### src/hw/rtl/lcs_pkg.sv
package lcs_pkg;

  localparam int CFG_W = 9;

  localparam logic REG_INPUT_LEN  = 1'b0;
  localparam logic REG_HIDDEN_LEN = 1'b1;

  localparam logic [2:0] CMD_IN_WEIGHT  = 3'd0;
  localparam logic [2:0] CMD_REC_WEIGHT = 3'd1;
  localparam logic [2:0] CMD_BIAS       = 3'd2;
  localparam logic [2:0] CMD_H_INIT     = 3'd3;
  localparam logic [2:0] CMD_C_INIT     = 3'd4;
  localparam logic [2:0] CMD_INPUT      = 3'd5;

  typedef struct packed {
    logic [2:0]         cmd;
    logic [8:0]         row;
    logic [7:0]         col;
    logic signed [15:0] value;
    logic               last;
  } req_t;

  typedef struct packed {
    logic [5:0]         unit;
    logic signed [15:0] hidden_out;
    logic signed [15:0] cell_out;
    logic               end_of_step;
  } rsp_t;

  // broadcast to every cell of the state ring
  typedef struct packed {
    logic               shift;
    logic               wr_h;
    logic               wr_c;
    logic signed [15:0] wdata;
    logic signed [15:0] wrap_h;
    logic signed [15:0] wrap_c;
  } ring_ctl_t;

  typedef struct packed {
    logic sel;
    logic tail;
    logic act;
  } cell_pos_t;

  typedef logic [255:0][15:0] tab_t;

  // sigmoid or tanh of k/16, k = signed table index, Q4.12
  function automatic tab_t make_tab(input logic use_tanh);
    logic [63:0] e [0:256];
    logic [63:0] den;
    logic [63:0] rem;
    logic [15:0] quo;
    tab_t        t;
    int          k;
    int          a;
    int          n;
    e[0] = 64'd1 << 32;
    for (int m = 1; m <= 256; m++) begin
      e[m] = (e[m - 1] * 64'd4034748382 + (64'd1 << 31)) >> 32;
    end
    for (int m = 0; m < 256; m++) begin
      k = (m < 128) ? m : m - 256;
      a = (k < 0) ? -k : k;
      n = use_tanh ? 2 * a : a;
      den = (64'd1 << 32) + e[n];
      if (use_tanh) begin
        rem = (((64'd1 << 32) - e[n]) << 12) + (den >> 1);
      end else begin
        rem = (64'd1 << 44) + (den >> 1);
      end
      quo = '0;
      // long division, quotient stays below 2^14
      for (int b = 13; b >= 0; b--) begin
        if (rem >= (den << b)) begin
          rem = rem - (den << b);
          quo[b] = 1'b1;
        end
      end
      if (k < 0) begin
        t[m] = use_tanh ? (16'd0 - quo) : (16'd4096 - quo);
      end else begin
        t[m] = quo;
      end
    end
    return t;
  endfunction

  localparam tab_t SIG_TAB  = make_tab(1'b0);
  localparam tab_t TANH_TAB = make_tab(1'b1);

  // floor shift by 12, saturate to 16 bits
  function automatic logic signed [15:0] shift_sat(input logic signed [39:0] a);
    logic signed [27:0] s;
    s = a[39:12];
    if (s > 28'sd32767) begin
      return 16'sh7fff;
    end else if (s < -28'sd32768) begin
      return -16'sh8000;
    end
    return s[15:0];
  endfunction

endpackage

### src/hw/rtl/lcs_cell.sv
module lcs_cell (
  input  logic                       clk,
  input  logic                       rst,
  input  lcs_pkg::ring_ctl_t         ctl,
  input  lcs_pkg::cell_pos_t         pos,
  input  logic signed [15:0]         nb_h,
  input  logic signed [15:0]         nb_c,
  output logic signed [15:0]         hval,
  output logic signed [15:0]         cval
);

  always_ff @(posedge clk) begin
    if (rst) begin
      hval <= '0;
      cval <= '0;
    end else if (ctl.shift) begin
      // ring of hidden_len cells, the tail takes the wrap value
      if (pos.act) begin
        hval <= pos.tail ? ctl.wrap_h : nb_h;
        cval <= pos.tail ? ctl.wrap_c : nb_c;
      end
    end else begin
      if (ctl.wr_h && pos.sel) begin
        hval <= ctl.wdata;
      end
      if (ctl.wr_c && pos.sel) begin
        cval <= ctl.wdata;
      end
    end
  end

endmodule

### config.mk
export PLATFORM = sky130hd
export DESIGN_NAME = lcs_cell
export DESIGN_NICKNAME = d
export VERILOG_FILES = /design/src/hw/rtl/lcs_pkg.sv /design/src/hw/rtl/lcs_cell.sv
export SDC_FILE = /design/constraint.sdc
export NUM_CORES = 1
export LEC_CHECK = 0
export BUFFER_PORTS_ARGS = -buffer_cell sky130_fd_sc_hd__buf_2
export CAP_MARGIN = 20
export CORE_MARGIN = 1
export CORE_UTILIZATION = 40
export DETAILED_ROUTE_END_ITERATION = 8
export PLACE_DENSITY = 0.8
export SYNTH_ARGS = -nofsm -noshare
export SYNTH_HDL_FRONTEND = slang
export SYNTH_SLANG_ARGS = --single-unit
### constraint.sdc
create_clock -name clk -period 1.57 [get_ports clk]
set_clock_uncertainty 0.1 [all_clocks]
set_input_delay 0.157 -clock clk [delete_from_list [all_inputs] [get_ports clk]]
set_output_delay 0.157 -clock clk [all_outputs]
set_load 0.02 [all_outputs]
==> results.json <==
{
  "outcome": "complete, no violations",
  "finalHoldViolCount": 0,
  "p_per_area_mw_per_mm2": 929,
  "final_cell_mix": "buf_2 (119), mux2i_1 (32), a21oi_1 (32), a22o_1 (32), dfxtp_1 (32)",
  "fin_setup_tns_ps": 0,
  "clock_latency_ps": 270,
  "slowest_delay_ps": 530,
  "whs_endpoint": "cval[13]",
  "die_w_um": 65.6,
  "tightest_slew_ps": 593,
  "syn_area_per_cell_um2": 9.75,
  "vias": 1701,
  "path_max_fanout": 16,
  "critPathArrivalTime_ps": 1250,
  "die_h_um": 65.6,
  "ys_warn_count": 0,
  "synth.top_cell.area_share_pct": 39.6,
  "synth_area_leaders": "dfxtp_1 (40%), mux2i_1 (20%), a22o_1 (17%)",
  "htreeDepth": 2,
  "slew_headroom_pct": 60.5,
  "rsz0062_at_grt": "no",
  "core-area_mm2": 0.00377,
  "reg2reg_depth": 1,
  "core.rowCount": 22,
  "endpoint_kind": "register",
  "stdcell_area_mm2": 0.00234,
  "peakVddDrop_v": 0.000763,
  "syn-num-nets": 254,
  "timing.fmax_mhz": 884,
  "pre_cts_slack_ps": 158,
  "critical_path_buf_inv_count": 2,
  "synth.ff_latch_count": 32,
  "post_cts_resized": 0,
  "placed_area_mm2": 0.00224,
  "synth_top_area_cell": "dfxtp_1",
  "p_leak_nw": 1.27,
  "vias_per_cell": 5.11,
  "setup.worst_path.start_class": "input pin",
  "hold_depth": 4,
  "layout_commonest_cell": "buf_2",
  "port_buffers": 119,
  "critPathTopFamily": "simple AND/OR/NAND/NOR gates",
  "grt_pass1_wl_um": 7100,
  "syn-cell-area_mm2": 0.00162,
  "rrSetupSlack_ps": 840,
  "min-delay-start": "ctl[45]",
  "period_share_pct": 72.1,
  "clk_path_buf_depth": 2,
  "path_cells": "buf_2, nand2_1, buf_4, and3b_1, a22o_1",
  "drc": 0,
  "cts-root-buf": "clkbuf_8",
  "slew_viol_final": 0,
  "post_cts_buffers": 0,
  "nets": 372,
  "dpl.hpwl_um": 3640,
  "wire_per_inst_um": 13.8,
  "cp_slowest_cell": "and3b_1",
  "grt_overflow": 0,
  "setup_violations": 0,
  "grt.total_usage_pct": 22.0,
  "antenna_found_initial": 0,
  "seq_area_frac_synth_pct": 39.6,
  "hp-class": "input pin to register",
  "cts_num_sinks": 32,
  "postCtsHoldBufs": 0,
  "antenna_left": 0,
  "gp_congestion": 0.810,
  "crit-reg2reg-launch": "hval[7]",
  "n_antenna_cell": 0,
  "multiInputGateArea_um2": 875,
  "io_pins": 120,
  "cap_violations": 0,
  "fp.dieArea_mm2": 0.00430,
  "drt_iter0_drc": 86,
  "grt_max_degree": 39,
  "seqCellArea_um2": 641,
  "cts_tree": "done",
  "clk_pin_slew_worst_paths_ps": 60,
  "totalWireLength_um": 4590,
  "synthCells": 166,
  "synthToLayoutAreaGrowth_pct": 44.9,
  "start_util_pct": 42.9,
  "r2r_end": "hval[7]",
  "ys_types": 13,
  "nFillCells": 347,
  "fin_crit_ps": 1130,
  "drive_gt1_share_pct": 47.4,
  "grt_pass1_vias": 1553,
  "drt_first_pass_iters": 4,
  "numCtsBuffers": 5,
  "cp.required_ps": 1690,
  "setup_ws_ps": 439,
  "criticalPathCategory": "input pin to register"
}
## worst max path at each step
stage | depth (start not counted) | slack (ps) | start | end
final | 5 | 440 | ctl[50] | hval[5]
after global placement | 5 | 160 | ctl[50] | hval[4]
after floorplan | 5 | 380 | ctl[50] | cval[10]
after detailed placement | 5 | 160 | ctl[50] | hval[14]
after CTS | 5 | 450 | ctl[50] | hval[10]
after global routing | 5 | 350 | ctl[50] | hval[5]
## metal layers
metal	GRT usage [%]	vias to the layer above	part of all wire (%)
li1	-	862	-
met1	28.0	777	46
met2	35.1	53	48
met3	5.21	9	4.3
met4	9.51	0	1.6
met5	0	-	0
## Yosys cell counts
library cell,number
a21oi_1,32
a21oi_2,2
a22o_1,32
and3b_1,2
buf_2,4
buf_4,3
buf_6,4
clkbuf_1,4
dfxtp_1,32
mux2i_1,32
nand2_1,1
nand3b_1,2
nor2_1,16
## cells by family after synthesis
group | count (synthesis) | synth area share (%)
flip-flops | 32 | 39.6
AND/OR/NAND/NOR | 21 | 5.95
buffers and inverters | 15 | 6.34
AO/OA/AOI/OAI | 66 | 28.3
multiplexers | 32 | 19.8
## through the flow
stage                     utilization, %  power, mW  hold WS, ps  cells
after detailed placement            59.3       1.44          361    325
after global placement              59.3       1.44          357    325
after floorplan                        -       1.24          331    166
after global routing                62.1       2.28          185    333
final                               62.1       2.18          154    333
after CTS                           62.1       2.20          140    333
## where the power goes
| part | total (mW) | switching, mW | internal (mW) |
|---|---|---|---|
| Sequential | 0.908 | 0.0316 | 0.876 |
| Combinational | 0.517 | 0.273 | 0.244 |
| Clock | 0.752 | 0.281 | 0.470 |
| Total | 2.18 | 0.586 | 1.59 |
## sequential cells by signal, indices dropped and copies added (netlist names)
name	cells
hval	16
cval	16
## area by class of cell
cell class	count	share of cell area, %
sequential	32	27.3
tap	48	2.56
timing repair buffer	126	28.2
clock buffer	6	3.10
clock inverter	2	1.49
multi-input combinational	119	37.3
(Power assumes the default switching activity.)
