## config.mk

```make
export PLATFORM = sky130hd
export DESIGN_NAME = lcs_ram
export DESIGN_NICKNAME = d
export VERILOG_FILES = /design/src/hw/rtl/lcs_ram.sv
export SDC_FILE = /design/constraint.sdc
export NUM_CORES = 1
export LEC_CHECK = 0
export BUFFER_PORTS_ARGS = -buffer_cell sky130_fd_sc_hd__buf_4
export CORE_ASPECT_RATIO = 1.25
export CORE_MARGIN = 2
export CORE_UTILIZATION = 65
export CTS_CLUSTER_DIAMETER = 80
export DETAILED_ROUTE_END_ITERATION = 16
export PLACE_DENSITY = 0.84
export SETUP_SLACK_MARGIN = 0.4
export SLEW_MARGIN = 10
export SYNTH_ARGS = -nofsm -noshare
export SYNTH_HDL_FRONTEND = slang
export SYNTH_SLANG_ARGS = --single-unit
```

## constraint.sdc

```tcl
create_clock -name clk -period 4.2 [get_ports clk]
set_input_delay 0.63 -clock clk [delete_from_list [all_inputs] [get_ports clk]]
set_output_delay 0.63 -clock clk [all_outputs]
set_load 0.1 [all_outputs]
```

## src/hw/rtl/lcs_ram.sv

```systemverilog
module lcs_ram #(
  parameter int WIDTH = 16,
  parameter int DEPTH = 16
) (
  input  logic                                         clk,
  input  logic                                         we,
  input  logic [((DEPTH > 1) ? $clog2(DEPTH) : 1)-1:0] waddr,
  input  logic [WIDTH-1:0]                             wdata,
  input  logic [((DEPTH > 1) ? $clog2(DEPTH) : 1)-1:0] raddr,
  output logic [WIDTH-1:0]                             rdata
);

  logic [WIDTH-1:0] mem [DEPTH];

  always_ff @(posedge clk) begin
    if (we) begin
      mem[waddr] <= wdata;
    end
    rdata <= mem[raddr];
  end

endmodule

```

==> results of run 1 <==
[worst paths after layout]
path,to,from,slack (ps)
setup / recovery,rdata[12],rdata[12]$_DFF_P_,2380
hold / removal,mem[10][3]$_DFFE_PP_,wdata[3],410
setup reg to reg,rdata[3]$_DFF_P_,mem[0][3]$_DFFE_PP_,2830
hold reg to reg,rdata[9]$_DFF_P_,mem[12][9]$_DFFE_PP_,670
[per-stage QoR]
stage	setup WS, ps	hold slack (ps)	instance area [sq um]
finish	2380	407.7	11430
global route	2350	405.3	11430
CTS	2354	387.4	11430
detailed placement	1957	660.7	10700
global placement	2010	648.3	10700
floorplan	1515	634.9	10040
[kinds of logic after synthesis]
group	Yosys count	share of synthesized area, %
mux	64	14.73
flops	272	79.73
simple gates	43	1.918
buf+inv	21	1.233
compound gates	32	2.392
[layer usage]
layer,vias up,track usage (%),wire length (um),part of all wire (%)
li1,1968,-,-,-
met1,2465,37.75,7625,37
met2,301,42.04,10400,50
met3,31,5.772,2292,11
met4,0,8.180,429,2.1
met5,-,0,0,0
[Yosys cell counts]
library cell	count
clkbuf_1	8
and2_1	1
buf_1	3
nand2b_1	2
dfxtp_1	16
nor3_1	4
edfxtp_1	256
or3b_2	1
mux4_1	10
mux4_2	54
nand3_1	1
buf_6	4
a22oi_1	32
nand2_1	17
nor2_1	13
nor2b_1	2
buf_2	3
buf_4	3
nand3b_1	2
[power groups by stage]
stage	clock network, mW	registers [mW]	logic [mW]
final	2.05	3.05	0.410
after global routing	2.17	3.06	0.428
after CTS	2.08	3.05	0.411
after detailed placement	0	3.11	0.408
after global placement	0	3.11	0.395
after floorplan	0	3.24	0.148
[layout make-up]
type                       instances  area [sq um]  area share, %
timing repair buffer              61         470.5          4.115
clock buffer                      28         636.9          5.571
sequential                       272          8008          70.04
clock inverter                    18         97.59         0.8537
tap                              208         260.3          2.276
multi-input combinational        139          1959          17.14
[sequential cells by signal, indices dropped and copies added (netlist names)]
signal and cells:
mem 256, rdata 16
==> flow_metrics.tcl, run 1 <==
set metrics [dict create \
    synth_area_leaders "edfxtp_1 77%, mux4_2 12%, dfxtp_1 3.2%" \
    required_ps 3570 \
    setup_viol 0 \
    finalNetCount 525 \
    root_buffer "clkbuf_16" \
    synthCells 432 \
    postCtsHoldBufs 0 \
    via_per_inst 6.563 \
    maxCapViolCount 0 \
    synth_cell_types 19 \
    fmax_ghz 0.5495 \
    grt_pass1_wl_mm 30.34 \
    comb_power_share_pct 7.4 \
    avgSynthCellArea_sq_um 23.25 \
    synth_nets 458 \
    min_path_type "in -> reg" \
    cts_made_buffers 25 \
    synth_area_leader_cell "edfxtp_1" \
    ant_nets 0 \
    io_pins 42 \
    cts_sinks 272 \
    status "finished clean" \
    postLayoutCoreUtil_pct 75.83 \
    path_depth 1 \
    grt_pass1_vias 5015 \
    finalCriticalPeriod_ps 1820 \
    yosysTopAreaCellShare_pct 76.54 \
    layout_commonest_cell "edfxtp_1" \
    final_hold_viol_count 0 \
    routed_wl_mm 20.75 \
    crit_family "flip-flops" \
    track_usage_pct 26.41 \
    power.internal_mw 4.261 \
    crit_fanout 1 \
    dieHeight_um 143.0 \
    p_total_mw 5.513 \
    fin_setup_tns_ps 0 \
    areaGrowthSynthToFinish_pct 13.83 \
    instances_no_fill 726 \
    drive_above_1_share_pct 32.82 \
    syn-cell-area_sq_mm 0.01004 \
    synth-seq-cells 272 \
    cp-start-kind "flip-flop" \
    drt-pass1-iter-count 5 \
    max_stage_delay_ps 360 \
    rsz0062_at_grt "false" \
    die_x_um 115.2 \
    antenna_cells 0 \
    seqPwrFrac_pct 55.4 \
    cp.arrival_ps 1190 \
    drcViolationCount 0 \
    path_cells "buf_4" \
    wire_per_inst_um 28.58 \
    slowest_stage "dfxtp_1" \
    most-common-layout-cells "256 x edfxtp_1, 60 x buf_4, 54 x mux4_2" \
    dpl.cell_count 680 \
    relSlewSlack_pct 34.90 \
    p_leak_nw 3.750 \
    clkLatencyLatePin_ps 520 \
    core_sq_mm 0.01508 \
    reg2reg_depth 3 \
    post-route-period-util_pct 43.33 \
    p_switching_mw 1.252 \
    final_max_slew_viol_count 0 \
    post_cts_buffers 0 \
    skew_ps 10.45 \
    gp_congestion 0.6974 \
    cts_buffer_depth 3 \
    htreeDepth 1 \
    synth_warnings 0 \
    num_vias 4765 \
    dieArea_sq_mm 0.01647 \
    whs_path_depth 1 \
    clk_pin_slew_ps 70 \
    critPathKind "reg -> out" \
    p_clk_share_pct 37.2 \
    portBuffers 41 \
    cts_tree "yes" \
    antenna_found_initial 0 \
    grt_overflow 0 \
    grt_max_degree 65 \
    endpoint_kind "output pin" \
    fillCellCount 791 \
    dp_hpwl_mm 10.40 \
    row_count 50 \
    ys_seq_area_share_pct 79.73 \
    ir_worst_vdd_mv 0.3986 \
    p_sw_share_pct 22.71 \
    worst_slew_pin_slew_ps 976.4 \
    powerDensity_mw_per_mm2 482.3 \
    ctsResizeCount 0 \
    drt_iter0_markers 576 \
    start_util_pct 66.61 \
    crit_buf_inv 1 \
]
No activity file was read; power rests on OpenSTA's default activity.
==> run 2, diff against run 1 <==
--- a/config.mk
+++ b/config.mk
@@ -8,10 +8,10 @@
 export BUFFER_PORTS_ARGS = -buffer_cell sky130_fd_sc_hd__buf_4
 export CORE_ASPECT_RATIO = 1.25
 export CORE_MARGIN = 2
-export CORE_UTILIZATION = 65
+export CORE_UTILIZATION = 61
 export CTS_CLUSTER_DIAMETER = 80
 export DETAILED_ROUTE_END_ITERATION = 16
-export PLACE_DENSITY = 0.84
+export PLACE_DENSITY = 0.8
 export SETUP_SLACK_MARGIN = 0.4
 export SLEW_MARGIN = 10
 export SYNTH_ARGS = -nofsm -noshare
==> constraint.sdc (replaced) <==
create_clock -name clk -period 1.8 [get_ports clk]
set_input_delay 0.27 -clock clk [delete_from_list [all_inputs] [get_ports clk]]
set_output_delay 0.27 -clock clk [all_outputs]
set_load 0.1 [all_outputs]
==> flow_metrics.tcl, run 2 (synthesis results as in run 1) <==
set metrics [dict create \
    status "finished clean" \
    fillCellCount 897 \
    top_register "mem" \
    p_switching_mw 2.822 \
    grt_most_used_layer "met2" \
    drcViolationCount 0 \
    dpl.cell_count 697 \
    gp_congestion 0.7521 \
    wire_per_inst_um 27.62 \
    grt_max_degree 42 \
    finalNetCount 533 \
    postCtsHoldBufs 0 \
    cts_sinks 272 \
    reg_top3 "mem (256), rdata (16)" \
    crit_buf_inv 1 \
    use_met2_pct 42.13 \
    fin_setup_tns_ps 0 \
    clkLatencyLatePin_ps 530 \
    fmax_ghz 0.7223 \
    final_hold_viol_count 0 \
    dieHeight_um 147.5 \
    p_sw_share_pct 21.47 \
    instances_no_fill 740 \
    setup_viol 0 \
    cts_made_buffers 24 \
    met1_usage_pct 32.23 \
    num_vias 4769 \
    clk_pin_slew_ps 70 \
    io_pins 42 \
    slowest_stage "dfxtp_1" \
    antenna_cells 0 \
    cp-start-kind "flip-flop" \
    post-route-period-util_pct 76.91 \
    crit_family "flip-flops" \
    start_util_pct 62.24 \
    cts_tree "yes" \
    via_per_inst 6.445 \
    ant_nets 0 \
    final_max_slew_viol_count 0 \
    cp.arrival_ps 1110 \
    use_met3_pct 4.244 \
    core_sq_mm 0.01614 \
    layout_commonest_cell "edfxtp_1" \
    track_usage_pct 24.52 \
    maxCapViolCount 0 \
    path_cells "buf_8" \
    row_count 52 \
    max_stage_delay_ps 370 \
    post_cts_buffers 0 \
    finalCriticalPeriod_ps 1384 \
    skew_ps 24.45 \
    comb_power_share_pct 7.9 \
    min_path_type "in -> reg" \
    p_total_mw 13.14 \
    seqPwrFrac_pct 54.3 \
    rsz0062_at_grt "true" \
    root_buffer "clkbuf_16" \
    drt-pass1-iter-count 5 \
    relSlewSlack_pct 37.20 \
    powerDensity_mw_per_mm2 1112 \
    p_clk_share_pct 37.8 \
    power.internal_mw 10.32 \
    required_ps 1530 \
    cts_buffer_depth 3 \
    dp_hpwl_mm 11.00 \
    critPathKind "reg -> out" \
    portBuffers 41 \
    worst_slew_pin_slew_ps 942.0 \
    dieArea_sq_mm 0.01751 \
    postLayoutCoreUtil_pct 73.25 \
    drt_iter0_markers 482 \
    die_x_um 118.8 \
    antenna_found_initial 0 \
    drive_above_1_share_pct 34.54 \
    htreeDepth 1 \
    grt_pass1_vias 5161 \
    endpoint_kind "output pin" \
    ir_worst_vdd_mv 0.9599 \
    areaGrowthSynthToFinish_pct 17.68 \
    crit_fanout 1 \
    p_leak_nw 3.838 \
    grt_pass1_wl_mm 31.15 \
    most-common-layout-cells "256 x edfxtp_1, 62 x mux4_2, 39 x buf_4" \
    grt_overflow 0 \
    routed_wl_mm 20.44 \
    largest_register_ffs 256 \
]
[run 2: cell count changes in the layout (fill, tap and decap cells not counted), sizes merged]
cell | before | now
buf | 61 | 70
bufinv | 0 | 2
clkbuf | 28 | 35
clkinv | 15 | 5
inv | 2 | 0
[run 2: path summary, 6_finish.rpt]
check	start	endpoint	slack [ps]	cells past startpoint
hold reg to reg	mem[14][9]$_DFFE_PP_	rdata[9]$_DFF_P_	660	3
setup reg to reg	mem[15][10]$_DFFE_PP_	rdata[10]$_DFF_P_	440	3
setup / recovery	rdata[6]$_DFF_P_	rdata[6]	420	1
hold / removal	wdata[9]	mem[10][9]$_DFFE_PP_	30	1
[run 2: power groups by stage]
stage | sequential, mW | combinational (mW) | clock [mW]
6_report | 7.13 | 1.04 | 4.97
3_3_place_gp | 7.25 | 0.980 | 0
3_5_place_dp | 7.26 | 1.01 | 0
2_1_floorplan | 7.55 | 0.370 | 0
5_1_grt | 7.14 | 1.09 | 5.22
4_1_cts | 7.13 | 1.04 | 5.00
[run 2: area by class of cell]
| type | count | area (sq um) | share of cell area [%] |
|---|---|---|---|
| clock buffers | 35 | 673.1 | 5.696 |
| clock inverters | 8 | 88.84 | 0.7516 |
| flip-flops and latches | 272 | 8009 | 67.76 |
| repair buffers | 70 | 815.8 | 6.902 |
| multi-input cells | 139 | 1962 | 16.60 |
| well taps | 216 | 270.3 | 2.287 |
[run 2: layer usage]
layer	share of wire (%)	routed length, um
met1	36	7301
met2	53	10790
met3	9.0	1846
met4	2.4	500
met5	0	0
[run 2: stage by stage]
stage | hold WS (ps) | cell area (sq um) | setup WS, ps
4_1_cts | 28.79 | 11800 | 368.4
3_5_place_dp | 562.4 | 10990 | 125.2
6_report | 33.13 | 11820 | 415.6
5_1_grt | 49.52 | 11820 | 398.2
3_3_place_gp | 553.1 | 10990 | 181.6
2_1_floorplan | 368.9 | 10120 | 196.3
[run 2: what timing repair did]
action / 4_1_cts / 5_1_grt
resized for setup: 13 / 5
endpoints found under the setup margin: 10 / 5
endpoints found under the hold margin: 0 / 0
